<file path="config.mk">
export PLATFORM = sky130hd
export DESIGN_NAME = countdown_timer_controller
export DESIGN_NICKNAME = d
export VERILOG_FILES = /design/src/sv/cdt_pkg.sv /design/src/sv/cdt_core.sv /design/src/sv/cdt_disp.sv /design/src/sv/countdown_timer_controller.sv
export SDC_FILE = /design/constraint.sdc
export NUM_CORES = 2
export LEC_CHECK = 0
export ABC_AREA = 0
export BUFFER_PORTS_ARGS = -buffer_cell sky130_fd_sc_hd__buf_4
export CORE_AREA = 2 2 382 384
export DETAILED_ROUTE_END_ITERATION = 8
export DIE_AREA = 0 0 384 386
export PLACE_DENSITY_LB_ADDON = 0.15
export SLEW_MARGIN = 20
export SYNTH_ARGS = -nofsm -noshare
export SYNTH_HDL_FRONTEND = slang
export SYNTH_SLANG_ARGS = --single-unit
</file>
<file path="constraint.sdc">
create_clock -name i_clk -period 27.5 [get_ports i_clk]
set_input_delay 1.375 -clock i_clk [delete_from_list [all_inputs] [get_ports i_clk]]
set_output_delay 1.375 -clock i_clk [all_outputs]
set_load 0.05 [all_outputs]
</file>
<file path="src/sv/cdt_pkg.sv">
// Shared types, opcodes and constants for the countdown timer controller.
`timescale 1ns / 1ps

package cdt_pkg;

    localparam int REM_W    = 27;
    localparam int PRESET_W = 17;
    localparam int TIME_W   = 32;

    // Event opcodes
    localparam logic [2:0] OP_TICK    = 3'd0;
    localparam logic [2:0] OP_START   = 3'd1;
    localparam logic [2:0] OP_RESET   = 3'd2;
    localparam logic [2:0] OP_SETTING = 3'd3;
    localparam logic [2:0] OP_HAT     = 3'd4;

    // Focus codes
    localparam logic [1:0] FOCUS_OFF     = 2'd0;
    localparam logic [1:0] FOCUS_HOURS   = 2'd1;
    localparam logic [1:0] FOCUS_MINUTES = 2'd2;
    localparam logic [1:0] FOCUS_SECONDS = 2'd3;

    // Hat bit positions
    localparam int HAT_UP    = 0;
    localparam int HAT_RIGHT = 1;
    localparam int HAT_DOWN  = 2;
    localparam int HAT_LEFT  = 3;

    localparam logic [PRESET_W-1:0] PRESET_MAX   = 17'd86399;
    localparam logic [PRESET_W-1:0] PRESET_RESET = 17'd300;
    localparam logic [PRESET_W-1:0] SEC_PER_HOUR = 17'd3600;
    localparam logic [PRESET_W-1:0] SEC_PER_MIN  = 17'd60;
    localparam logic [REM_W-1:0]    MS_PER_SEC   = 27'd1000;
    localparam logic [REM_W-1:0]    HALF_SEC_MS  = 27'd500;

    // Reciprocals for division by constants: floor(x / d) = (x * RECIP) >> SHIFT
    localparam logic [27:0] RECIP_MS     = 28'd137438953; // 2^37 / 1000, rounded down
    localparam int          SHIFT_MS     = 37;
    localparam logic [17:0] RECIP_MIN    = 18'd139811;    // 2^23 / 60, rounded up
    localparam int          SHIFT_MIN    = 23;
    localparam logic [12:0] RECIP_HOUR   = 13'd4370;      // 2^18 / 60, rounded up
    localparam int          SHIFT_HOUR   = 18;

    // Status after one event, carried down the display pipeline
    typedef struct packed {
        logic                running;
        logic                alarm;
        logic [1:0]          focus;
        logic [REM_W-1:0]    remaining;
        logic                use_rem;   // show the remaining time, else the preset
        logic [PRESET_W-1:0] preset;
    } t_status;

endpackage

</file>
<file path="src/sv/cdt_core.sv">
// Event register and timer state update for the countdown timer controller.
`timescale 1ns / 1ps

module cdt_core import cdt_pkg::*; (
    input  logic              i_clk,
    input  logic              i_rst_n,
    input  logic              i_vld,
    output logic              o_rdy,
    input  logic [2:0]        i_op,
    input  logic [3:0]        i_hat,
    input  logic [TIME_W-1:0] i_now,
    output logic              o_vld,
    input  logic              i_rdy,
    output t_status           o_status
);

    logic              r_a_vld;
    logic [2:0]        r_a_op;
    logic [3:0]        r_a_hat;
    logic [TIME_W-1:0] r_a_now;

    logic              r_b_vld;
    t_status           r_b_status;

    logic [REM_W-1:0]    r_rem,     n_rem;
    logic [TIME_W-1:0]   r_last,    n_last;
    logic [PRESET_W-1:0] r_preset,  n_preset;
    logic                r_running, n_running;
    logic                r_alarm,   n_alarm;
    logic [1:0]          r_focus,   n_focus;

    logic                a_rdy;
    logic                b_rdy;
    logic [TIME_W-1:0]   elapsed;
    logic                el_ge;
    logic [REM_W-1:0]    rem_sub;
    logic [REM_W-1:0]    load_ms;
    logic [PRESET_W-1:0] step;
    logic [PRESET_W:0]   preset_up;
    t_status             status;

    assign b_rdy = !r_b_vld || i_rdy;
    assign a_rdy = !r_a_vld || b_rdy;
    assign o_rdy = a_rdy;

    assign elapsed = r_a_now - r_last;
    assign el_ge   = elapsed >= {{(TIME_W-REM_W){1'b0}}, r_rem};
    assign rem_sub = r_rem - elapsed[REM_W-1:0];
    assign load_ms = REM_W'({{(REM_W-PRESET_W){1'b0}}, r_preset} * MS_PER_SEC);

    always_comb begin
        case (r_focus)
            FOCUS_HOURS:   step = SEC_PER_HOUR;
            FOCUS_MINUTES: step = SEC_PER_MIN;
            default:       step = PRESET_W'(1);
        endcase
    end

    assign preset_up = {1'b0, r_preset} + {1'b0, step};

    always_comb begin
        n_rem     = r_rem;
        n_last    = r_last;
        n_preset  = r_preset;
        n_running = r_running;
        n_alarm   = r_alarm;
        n_focus   = r_focus;
        // A pending alarm swallows the next button press.
        if (r_alarm && (r_a_op inside {OP_START, OP_RESET, OP_SETTING})) begin
            n_alarm   = 1'b0;
            n_running = 1'b0;
            n_rem     = '0;
        end else begin
            case (r_a_op)
                OP_TICK: begin
                    if (r_running) begin
                        if (el_ge) begin
                            n_rem     = '0;
                            n_running = 1'b0;
                            n_alarm   = 1'b1;
                        end else begin
                            n_rem  = rem_sub;
                            n_last = r_a_now;
                        end
                    end
                end
                OP_START: begin
                    if (!r_running) begin
                        if (r_rem == '0) begin
                            n_rem = load_ms;
                        end
                        n_last    = r_a_now;
                        n_running = 1'b1;
                    end else begin
                        n_running = 1'b0;
                        n_rem     = el_ge ? '0 : rem_sub;
                    end
                end
                OP_RESET: begin
                    n_running = 1'b0;
                    n_rem     = '0;
                end
                OP_SETTING: begin
                    if (!r_running) begin
                        if (r_focus == FOCUS_OFF) begin
                            n_focus = FOCUS_HOURS;
                            n_rem   = '0;
                        end else begin
                            n_focus = FOCUS_OFF;
                        end
                    end
                end
                OP_HAT: begin
                    if (r_focus != FOCUS_OFF && !r_running) begin
                        if (r_a_hat[HAT_UP]) begin
                            n_preset = (preset_up > {1'b0, PRESET_MAX}) ? PRESET_MAX
                                                                        : preset_up[PRESET_W-1:0];
                        end
                        if (r_a_hat[HAT_DOWN]) begin
                            n_preset = (n_preset >= step) ? n_preset - step : '0;
                        end
                        // Right then left; left sees the focus that right left.
                        if (r_a_hat[HAT_RIGHT]) begin
                            if (n_focus == FOCUS_HOURS) begin
                                n_focus = FOCUS_MINUTES;
                            end else if (n_focus == FOCUS_MINUTES) begin
                                n_focus = FOCUS_SECONDS;
                            end
                        end
                        if (r_a_hat[HAT_LEFT]) begin
                            if (n_focus == FOCUS_SECONDS) begin
                                n_focus = FOCUS_MINUTES;
                            end else if (n_focus == FOCUS_MINUTES) begin
                                n_focus = FOCUS_HOURS;
                            end
                        end
                    end
                end
                default: ;
            endcase
        end
        status.running   = n_running;
        status.alarm     = n_alarm;
        status.focus     = n_focus;
        status.remaining = n_rem;
        status.use_rem   = n_running || (n_rem != '0);
        status.preset    = n_preset;
    end

    always_ff @(posedge i_clk) begin
        if (!i_rst_n) begin
            r_a_vld   <= 1'b0;
            r_b_vld   <= 1'b0;
            r_rem     <= '0;
            r_last    <= '0;
            r_preset  <= PRESET_RESET;
            r_running <= 1'b0;
            r_alarm   <= 1'b0;
            r_focus   <= FOCUS_OFF;
        end else begin
            if (a_rdy) begin
                r_a_vld <= i_vld;
            end
            if (b_rdy) begin
                r_b_vld <= r_a_vld;
            end
            if (r_a_vld && b_rdy) begin
                r_rem     <= n_rem;
                r_last    <= n_last;
                r_preset  <= n_preset;
                r_running <= n_running;
                r_alarm   <= n_alarm;
                r_focus   <= n_focus;
            end
        end
    end

    always_ff @(posedge i_clk) begin
        if (i_vld && a_rdy) begin
            r_a_op  <= i_op;
            r_a_hat <= i_hat;
            r_a_now <= i_now;
        end
        if (r_a_vld && b_rdy) begin
            r_b_status <= status;
        end
    end

    assign o_vld    = r_b_vld;
    assign o_status = r_b_status;

endmodule

</file>
<file path="src/sv/cdt_disp.sv">
// Display pipeline: rounds the remaining time and splits it into hours, minutes, seconds.
`timescale 1ns / 1ps

module cdt_disp import cdt_pkg::*; (
    input  logic       i_clk,
    input  logic       i_rst_n,
    input  logic       i_vld,
    output logic       o_rdy,
    input  t_status    i_status,
    output logic       o_vld,
    input  logic       i_rdy,
    output logic [47:0] o_tdata  // is_running, alarm_flag, focus_field[1:0],
                                 // remaining_ms[26:0], show_hours[4:0],
                                 // show_minutes[5:0], show_seconds[5:0]
);

    // Stage C: rounded milliseconds times the reciprocal of 1000
    logic                r_c_vld;
    t_status             r_c_st;
    logic [REM_W-1:0]    r_c_x;
    logic [PRESET_W-1:0] r_c_q;
    // Stage D: corrected quotient, selected display seconds
    logic                r_d_vld;
    t_status             r_d_st;
    logic [PRESET_W-1:0] r_d_disp;
    // Stage E: total minutes
    logic                r_e_vld;
    t_status             r_e_st;
    logic [PRESET_W-1:0] r_e_disp;
    logic [10:0]         r_e_tm;
    // Stage F: hours and seconds
    logic                r_f_vld;
    t_status             r_f_st;
    logic [10:0]         r_f_tm;
    logic [4:0]          r_f_hr;
    logic [5:0]          r_f_sec;
    // Stage G: output word
    logic                r_g_vld;
    t_status             r_g_st;
    logic [4:0]          r_g_hr;
    logic [5:0]          r_g_min;
    logic [5:0]          r_g_sec;

    logic c_rdy, d_rdy, e_rdy, f_rdy, g_rdy;

    logic [REM_W-1:0]    c_x;
    logic [54:0]         c_prod;
    logic [REM_W-1:0]    d_rest;
    logic [PRESET_W-1:0] d_q;
    logic [34:0]         e_prod;
    logic [23:0]         f_prod;
    logic [PRESET_W-1:0] f_sec;
    logic [10:0]         g_min;

    assign g_rdy = !r_g_vld || i_rdy;
    assign f_rdy = !r_f_vld || g_rdy;
    assign e_rdy = !r_e_vld || f_rdy;
    assign d_rdy = !r_d_vld || e_rdy;
    assign c_rdy = !r_c_vld || d_rdy;
    assign o_rdy = c_rdy;

    assign c_x    = i_status.remaining + HALF_SEC_MS;
    assign c_prod = 55'(c_x) * 55'(RECIP_MS);

    // The estimate can fall one short of the true quotient.
    assign d_rest = r_c_x - REM_W'({{(REM_W-PRESET_W){1'b0}}, r_c_q} * MS_PER_SEC);
    assign d_q    = (d_rest >= MS_PER_SEC) ? r_c_q + PRESET_W'(1) : r_c_q;

    assign e_prod = 35'(r_d_disp) * 35'(RECIP_MIN);

    assign f_prod = 24'(r_e_tm) * 24'(RECIP_HOUR);
    assign f_sec  = r_e_disp - PRESET_W'({6'd0, r_e_tm} * SEC_PER_MIN);

    assign g_min  = r_f_tm - 11'({6'd0, r_f_hr} * SEC_PER_MIN[5:0]);

    always_ff @(posedge i_clk) begin
        if (!i_rst_n) begin
            r_c_vld <= 1'b0;
            r_d_vld <= 1'b0;
            r_e_vld <= 1'b0;
            r_f_vld <= 1'b0;
            r_g_vld <= 1'b0;
        end else begin
            if (c_rdy) r_c_vld <= i_vld;
            if (d_rdy) r_d_vld <= r_c_vld;
            if (e_rdy) r_e_vld <= r_d_vld;
            if (f_rdy) r_f_vld <= r_e_vld;
            if (g_rdy) r_g_vld <= r_f_vld;
        end
    end

    always_ff @(posedge i_clk) begin
        if (i_vld && c_rdy) begin
            r_c_st <= i_status;
            r_c_x  <= c_x;
            r_c_q  <= c_prod[SHIFT_MS+PRESET_W-1:SHIFT_MS];
        end
        if (r_c_vld && d_rdy) begin
            r_d_st   <= r_c_st;
            r_d_disp <= r_c_st.use_rem ? d_q : r_c_st.preset;
        end
        if (r_d_vld && e_rdy) begin
            r_e_st   <= r_d_st;
            r_e_disp <= r_d_disp;
            r_e_tm   <= e_prod[SHIFT_MIN+10:SHIFT_MIN];
        end
        if (r_e_vld && f_rdy) begin
            r_f_st  <= r_e_st;
            r_f_tm  <= r_e_tm;
            r_f_hr  <= f_prod[SHIFT_HOUR+4:SHIFT_HOUR];
            r_f_sec <= f_sec[5:0];
        end
        if (r_f_vld && g_rdy) begin
            r_g_st  <= r_f_st;
            r_g_hr  <= r_f_hr;
            r_g_min <= g_min[5:0];
            r_g_sec <= r_f_sec;
        end
    end

    assign o_vld   = r_g_vld;
    assign o_tdata = {r_g_sec, r_g_min, r_g_hr, r_g_st.remaining,
                      r_g_st.focus, r_g_st.alarm, r_g_st.running};

endmodule

</file>
<file path="src/sv/countdown_timer_controller.sv">
// Top level of the hours:minutes:seconds countdown timer controller.
`timescale 1ns / 1ps

// Usage
// The slave channel takes one event word per handshake: tuser carries the
// opcode (tick, start/pause, reset, setting toggle, hat motion) and tdata the
// hat bits and the free-running millisecond clock. Every event word yields
// exactly one status word on the master channel: run and alarm flags, focus,
// remaining milliseconds and the displayed hours, minutes and seconds.
// The event word is registered first, and the timer state is then updated from
// it as the status register takes its word; the display value then passes a
// five-stage divide-by-constant pipeline on its way to the master channel.
// One word is accepted and one produced per cycle while the master side keeps
// tready high; the state update is the only loop.
// Every stage has its own register, so a stalled master side fills the
// pipeline word by word before tready drops on the slave side; no word is
// lost or repeated. Reset empties the pipeline, stops the countdown, clears
// the remaining time, alarm and focus, and loads a preset of 300 seconds.
module countdown_timer_controller import cdt_pkg::*; (
    input  logic        i_clk,
    input  logic        i_rst_n,
    input  logic        i_s_axis_tvalid,
    output logic        o_s_axis_tready,
    input  logic [39:0] i_s_axis_tdata,   // hat_bits[3:0], now_ms[35:4], zero pad
    input  logic [2:0]  i_s_axis_tuser,   // opcode[2:0]
    output logic        o_m_axis_tvalid,
    input  logic        i_m_axis_tready,
    output logic [47:0] o_m_axis_tdata    // is_running[0], alarm_flag[1],
                                          // focus_field[3:2], remaining_ms[30:4],
                                          // show_hours[35:31], show_minutes[41:36],
                                          // show_seconds[47:42]
);

    logic    core_vld;
    logic    disp_rdy;
    t_status core_status;

    cdt_core u_core (
        .i_clk    (i_clk),
        .i_rst_n  (i_rst_n),
        .i_vld    (i_s_axis_tvalid),
        .o_rdy    (o_s_axis_tready),
        .i_op     (i_s_axis_tuser),
        .i_hat    (i_s_axis_tdata[3:0]),
        .i_now    (i_s_axis_tdata[35:4]),
        .o_vld    (core_vld),
        .i_rdy    (disp_rdy),
        .o_status (core_status)
    );

    cdt_disp u_disp (
        .i_clk    (i_clk),
        .i_rst_n  (i_rst_n),
        .i_vld    (core_vld),
        .o_rdy    (disp_rdy),
        .i_status (core_status),
        .o_vld    (o_m_axis_tvalid),
        .i_rdy    (i_m_axis_tready),
        .o_tdata  (o_m_axis_tdata)
    );

endmodule

</file>
==> Word-level counts from Yosys, hierarchy flattened <==
Index checks and enable logic that the tools add are counted.
{ "word_totals": {"ff_bits": 460, "out_inout_bits": 50, "input_bits": 47} }
{ "op_classes": {"n_addsub": 9, "n_bitwise": 1, "muxes": 48, "multipliers": 7, "eq_ne": 11, "reduce_logical": 33, "magnitude_cmp": 4} }
{ "op_table": {"columns": ["cell", "count"], "rows": [
  ["17-bit 2-to-1 mux", 12],
  ["27-bit 2-to-1 mux", 7],
  ["27-bit case mux with 4 select lines", 1],
  ["32-bit 2-to-1 mux", 3],
  ["32-bit case mux with 2 select lines", 1],
  ["27-bit by 28-bit multiplier with 54-bit output, second input constant", 1],
  ["27-bit subtractor", 2],
  ["17-bit by 7-bit multiplier with 24-bit output, second input constant", 2],
  ["17-bit by 18-bit multiplier with 34-bit output, second input constant", 1],
  ["32-bit by 27-bit greater-or-equal comparator with 1-bit output", 1],
  ["32-bit subtractor", 1],
  ["27-bit by 9-bit adder with 27-bit output, second input constant", 1],
  ["27-bit by 10-bit greater-or-equal comparator with 1-bit output, second input constant", 1],
  ["27-bit logical NOT", 1],
  ["27-bit nonzero test", 1],
  ["2-bit 2-to-1 mux", 12],
  ["12-bit case mux with 2 select lines", 1],
  ["11-bit by 12-bit multiplier with 22-bit output, second input constant", 1],
  ["17-bit by 12-bit adder with 18-bit output", 1],
  ["18-bit by 17-bit > comparator with 1-bit output, second input constant", 1],
  ["17-bit by 1-bit adder with 17-bit output, second input constant", 1],
  ["17-bit by 12-bit greater-or-equal comparator with 1-bit output", 1],
  ["17-bit by 12-bit subtractor with 17-bit output", 1],
  ["6-bit subtractor", 2],
  ["21 further kinds", 56]
]} }

==> Longest topological paths before layout <==
{ "depth": {"word_depth": 15, "depth_mapped": 35} }

==> Hierarchy <==
From an unflattened synthesis, not the netlist that was laid out.
{ "hier_totals": {"cells_unflattened": 4240, "hier_area_um2": 43904.6} }
{ "by_module_without_submodules": {"columns": ["module", "area_per_inst_um2", "cells_each", "n_inst"], "rows": [
  ["cdt_disp", 28188.3, 2376, 1],
  ["cdt_core", 15716.3, 1864, 1]
]} }

==> Worst setup path before layout <==
Ideal clock, no wire load.
{ "synth_timing": {"path_type": "input port to flip-flop", "startpoint": "input port i_m_axis_tready", "endpoint": "register u_disp.r_c_q[0] (enable)", "t_arrival_ps": 8376, "slack_ps": 18448, "path_stages": 4, "cell_sequence": "nor2b_1 -> and3_1 -> and2_1 -> a21boi_0"} }
{ "synth_via": {"elab_chain_len": 6} }
{ "synth_lines": {"columns": ["element", "line_no", "rtl"], "rows": [
  ["start, declared", "countdown_timer_controller.sv:27", "input logic i_m_axis_tready,"],
  ["1-bit logical OR", "cdt_disp.sv:55", "assign g_rdy = !r_g_vld || i_rdy;"],
  ["1-bit logical OR", "cdt_disp.sv:56", "assign f_rdy = !r_f_vld || g_rdy;"],
  ["1-bit logical OR", "cdt_disp.sv:57", "assign e_rdy = !r_e_vld || f_rdy;"],
  ["1-bit logical OR", "cdt_disp.sv:58", "assign d_rdy = !r_d_vld || e_rdy;"],
  ["1-bit logical OR", "cdt_disp.sv:59", "assign c_rdy = !r_c_vld || d_rdy;"],
  ["1-bit logical AND", "cdt_disp.sv:93", "if (i_vld && c_rdy) begin"],
  ["end signal, assigned", "cdt_disp.sv:96", "r_c_q <= c_prod[SHIFT_MS+PRESET_W-1:SHIFT_MS];"],
  ["end, declared", "cdt_disp.sv:21", "logic [PRESET_W-1:0] r_c_q;"]
]} }
Every way passes these cells.
A chain may end at the register's enable or synchronous reset.

==> Worst setup path in the final report <==
{ "layout_timing": {"startpoint": "register u_core.r_b_status (netlist bit u_core.o_status[20])", "endpoint": "register u_disp.r_c_q[12], data pin"} }
{ "layout_via": {"elab_chain_len": 2} }
{ "layout_lines": {"columns": ["element", "line_no", "rtl"], "rows": [
  ["start, declared", "cdt_core.sv:23", "t_status r_b_status;"],
  ["start signal, assigned", "cdt_core.sv:185", "r_b_status <= status;"],
  ["27-bit by 9-bit adder with 27-bit output", "cdt_disp.sv:62", "assign c_x = i_status.remaining + HALF_SEC_MS;"],
  ["via u_disp.c_x[24]", "cdt_disp.sv:46", "logic [REM_W-1:0] c_x;"],
  ["27-bit by 28-bit multiplier with 54-bit output", "cdt_disp.sv:63", "assign c_prod = 55'(c_x) * 55'(RECIP_MS);"],
  ["via u_disp.c_prod[49]", "cdt_disp.sv:47", "logic [54:0] c_prod;"]
]} }
The timed path passes the listed nets, and every way through them passes these cells.

==> run metrics <==
Final Wtd Congestion=0.8528; fin nets=roughly 5,300; Clock Latency Late Sink=670 ps; clk_skew=about 44 ps; Worst R2R Path Depth=31; Netlist cell types=around 100; Tcrit/Tclk final=between 30% and 40%; largest net degree at the start of global routing=slightly above 70; Slew Limit Fails=0; initial core utilization=between 20% and 30%; Initial DRT Pass Iterations=5; clock root cell=clkbuf_16; Slowest-stage cell, CP=xor2_2; type of the worst setup path=reg -> reg; Worst Hold Path Cells=0; Clock transition at path regs=around 60 ps; Synth Instances=slightly above 4,000; antenna viol nets, final=0; synthesis-to-finish area growth=12.07%; Clock Sink Count=about 460; Rows=between 100 and 150; Core Box Area=about 0.14 mm^2; status=complete, no violations; grt total ovfl=0; total CTS buffers=between 50 and 60; minimum clock period=about 11,000 ps; Mapped Area=approximately 0.043 mm^2; Antenna diodes=0; Arrival @ worst endpoint=about 11,000 ps; Post-synth top flop=edfxtp_1; via count=28,700; Worst-Margin Slew=~1000 ps; share of cells above drive strength 1=roughly 7.0%; Hold Path Class=reg -> reg; Synth Register Bits=approximately 460; die area=about 0.15 mm^2; DRT iter0 DRCs=between 1,500 and 2,000; first-pass GRT wire length=171,700 um; Post-Syn Nets=around 5,200; drc violations=0; Rel. slew slack=a little under a third; DP Wirelength=~88,000 um; height of the die=~390 um; Vias/cell=between 4 and 5; Mapped Avg Cell Area=10.58 um^2; cts hold-fix bufs=0; max cap viols=0; CP top delay family=adder cells; register area share after synthesis=between 20% and 30%; die width=approximately 380 um; most frequent CP cell=fa_1; Synth warnings=0; final total negative setup slack=0 ps; maximum clock rate=~92 MHz; Post-synth ARST share=0%; initial antenna violation count=7; Req. time, crit path=~28,000 ps; overall routing resource usage=between 10% and 20%; CP Launch Type=register; Post-CTS Setup Inserts=0; H-tree depth=2; IO buf count=92; routed length per instance=~18 um; Final setup viols=0; CTS resizes=0; Crit. End Element=register; Crit path depth=31; CP Max Fanout=10; CTS tree=built; RSZ-0062 raised after global routing=no; IO Count=97; wirelength, routed=roughly 110,000 um; EDFF count, synth=between 300 and 400; Critical Path Max Stage Delay=roughly 760 ps; CTS Buffer Depth=3; vias in the first global route=29,380; worst path bufs/invs=4; Final Hold Fails=0
## worst paths after layout
kind / start / endpoint / slack (ps)
max: u_core.o_status[20]$_DFFE_PP_ / u_disp.r_c_q[12]$_DFFE_PP_ / 16650
min reg2reg: u_disp.r_c_st[40]$_DFFE_PP_ / u_disp.r_d_st[40]$_DFFE_PP_ / 410
min: u_disp.r_c_st[40]$_DFFE_PP_ / u_disp.r_d_st[40]$_DFFE_PP_ / 410
max reg2reg: u_core.o_status[20]$_DFFE_PP_ / u_disp.r_c_q[12]$_DFFE_PP_ / 16650
## registers in the layout (all words and copies together), names as in the netlist, 11 cells and up
register and flops:
u_disp.r_f_st 31, u_disp.r_c_x 24, u_core.o_status 49, u_disp.r_e_tm 11, u_core.r_preset 17, u_disp.r_d_st 31, u_core.r_last 32, u_core.r_a_now 32
u_disp.r_c_q 17, u_core.r_rem 27, u_disp.r_c_st 49, u_disp.r_d_disp 17, u_disp.r_e_st 31, u_disp.o_tdata 31
## metal layers
| layer | vias to the layer above | part of all wire [%] | GRT usage, % |
|---|---|---|---|
| met5 | - | 0 | 0 |
| met4 | 0 | 1.8 | 2.992 |
| met3 | 102 | 4.1 | 2.099 |
| met2 | 453 | 46 | 24.46 |
| met1 | 13970 | 48 | 21.13 |
| li1 | 14180 | - | - |
## cells in the mapped netlist (10+ instances only)
library cell / instances / share of area, %
xnor2_1: 108 / 2.2
a31oi_1: 35 / 0.51
a21oi_1: 208 / 2.4
or3_1: 12 / 0.18
nor3_1: 52 / 0.61
a21o_1: 67 / 1.2
a21boi_0: 11 / 0.19
o21ai_0: 143 / 1.7
o31ai_1: 13 / 0.23
and2_1: 15 / 0.22
ha_1: 683 / 20
nand4_1: 35 / 0.51
nand2_1: 175 / 1.5
o21bai_1: 15 / 0.26
xor2_1: 71 / 1.4
dfxtp_1: 87 / 4.1
a211oi_1: 47 / 0.82
mux2_2: 11 / 0.29
nor2b_1: 32 / 0.47
nand2b_1: 31 / 0.45
nand3_1: 66 / 0.77
a2111oi_0: 13 / 0.27
nor2_1: 231 / 2.0
o211ai_1: 14 / 0.25
fa_1: 390 / 18
inv_1: 743 / 6.5
edfxtp_1: 370 / 26
a211o_1: 10 / 0.20
o21a_1: 31 / 0.54
or2_2: 15 / 0.22
clkbuf_1: 52 / 0.46
and3_1: 26 / 0.38
nor4_1: 17 / 0.25
mux2i_1: 36 / 0.84
## area by class of cell
class / instances / area [um^2]
fillers: 14750 / 96440
inverters: 745 / 2796
well taps: 1917 / 2399
clock buffers: 72 / 1501
multi-input cells: 2784 / 27080
clock inverters: 33 / 426.7
flip-flops and latches: 457 / 12850
repair buffers: 135 / 1017
## layout by cell type, fill, tap and decap left out, types with 66 or more instances in the layout
master | synthesis | layout
xnor2_1 | 108 | 106
nand2_1 | 175 | 175
inv_1 | 743 | 742
a21o_1 | 67 | 67
o21ai_0 | 143 | 143
fa_1 | 390 | 390
dfxtp_1 | 87 | 87
xor2_1 | 71 | 67
a21oi_1 | 208 | 207
edfxtp_1 | 370 | 370
nor2_1 | 231 | 231
ha_1 | 683 | 683
nand3_1 | 66 | 66
buf_4 | 3 | 134
## kinds of logic (layout without fill, tap and decap cells)
family	count (synthesis)	count (layout)	synth area share (%)
adders and majority gates	1073	1073	38.13
buffers and inverters	812	985	7.167
and+or+nand+nor	754	754	8.649
AOI/OAI and AO/OA	730	730	11.27
DFF	457	457	29.96
xor gates and xnor gates	180	180	3.693
muxes	47	47	1.129
## per-stage QoR
| step | area [um^2] | setup WS (ps) | util (%) | std cells | hold WS [ps] |
|---|---|---|---|---|---|
| 3_3_place_gp | 46130 | 16770 | 31.92 | 6037 | 401.4 |
| 3_5_place_dp | 46130 | 16710 | 31.92 | 6037 | 404.5 |
| 4_1_cts | 48060 | 16640 | 33.26 | 6142 | 396.5 |
| 2_1_floorplan | 42890 | 18450 | - | 4053 | 400.3 |
| 5_1_grt | 48070 | 16100 | 33.26 | 6143 | 417.4 |
| 6_report | 48070 | 16650 | 33.26 | 6143 | 412.2 |
Power is left out: the tool's default activity adds up to more than one toggle a clock period on the data nets, which glitch-free logic cannot reach.
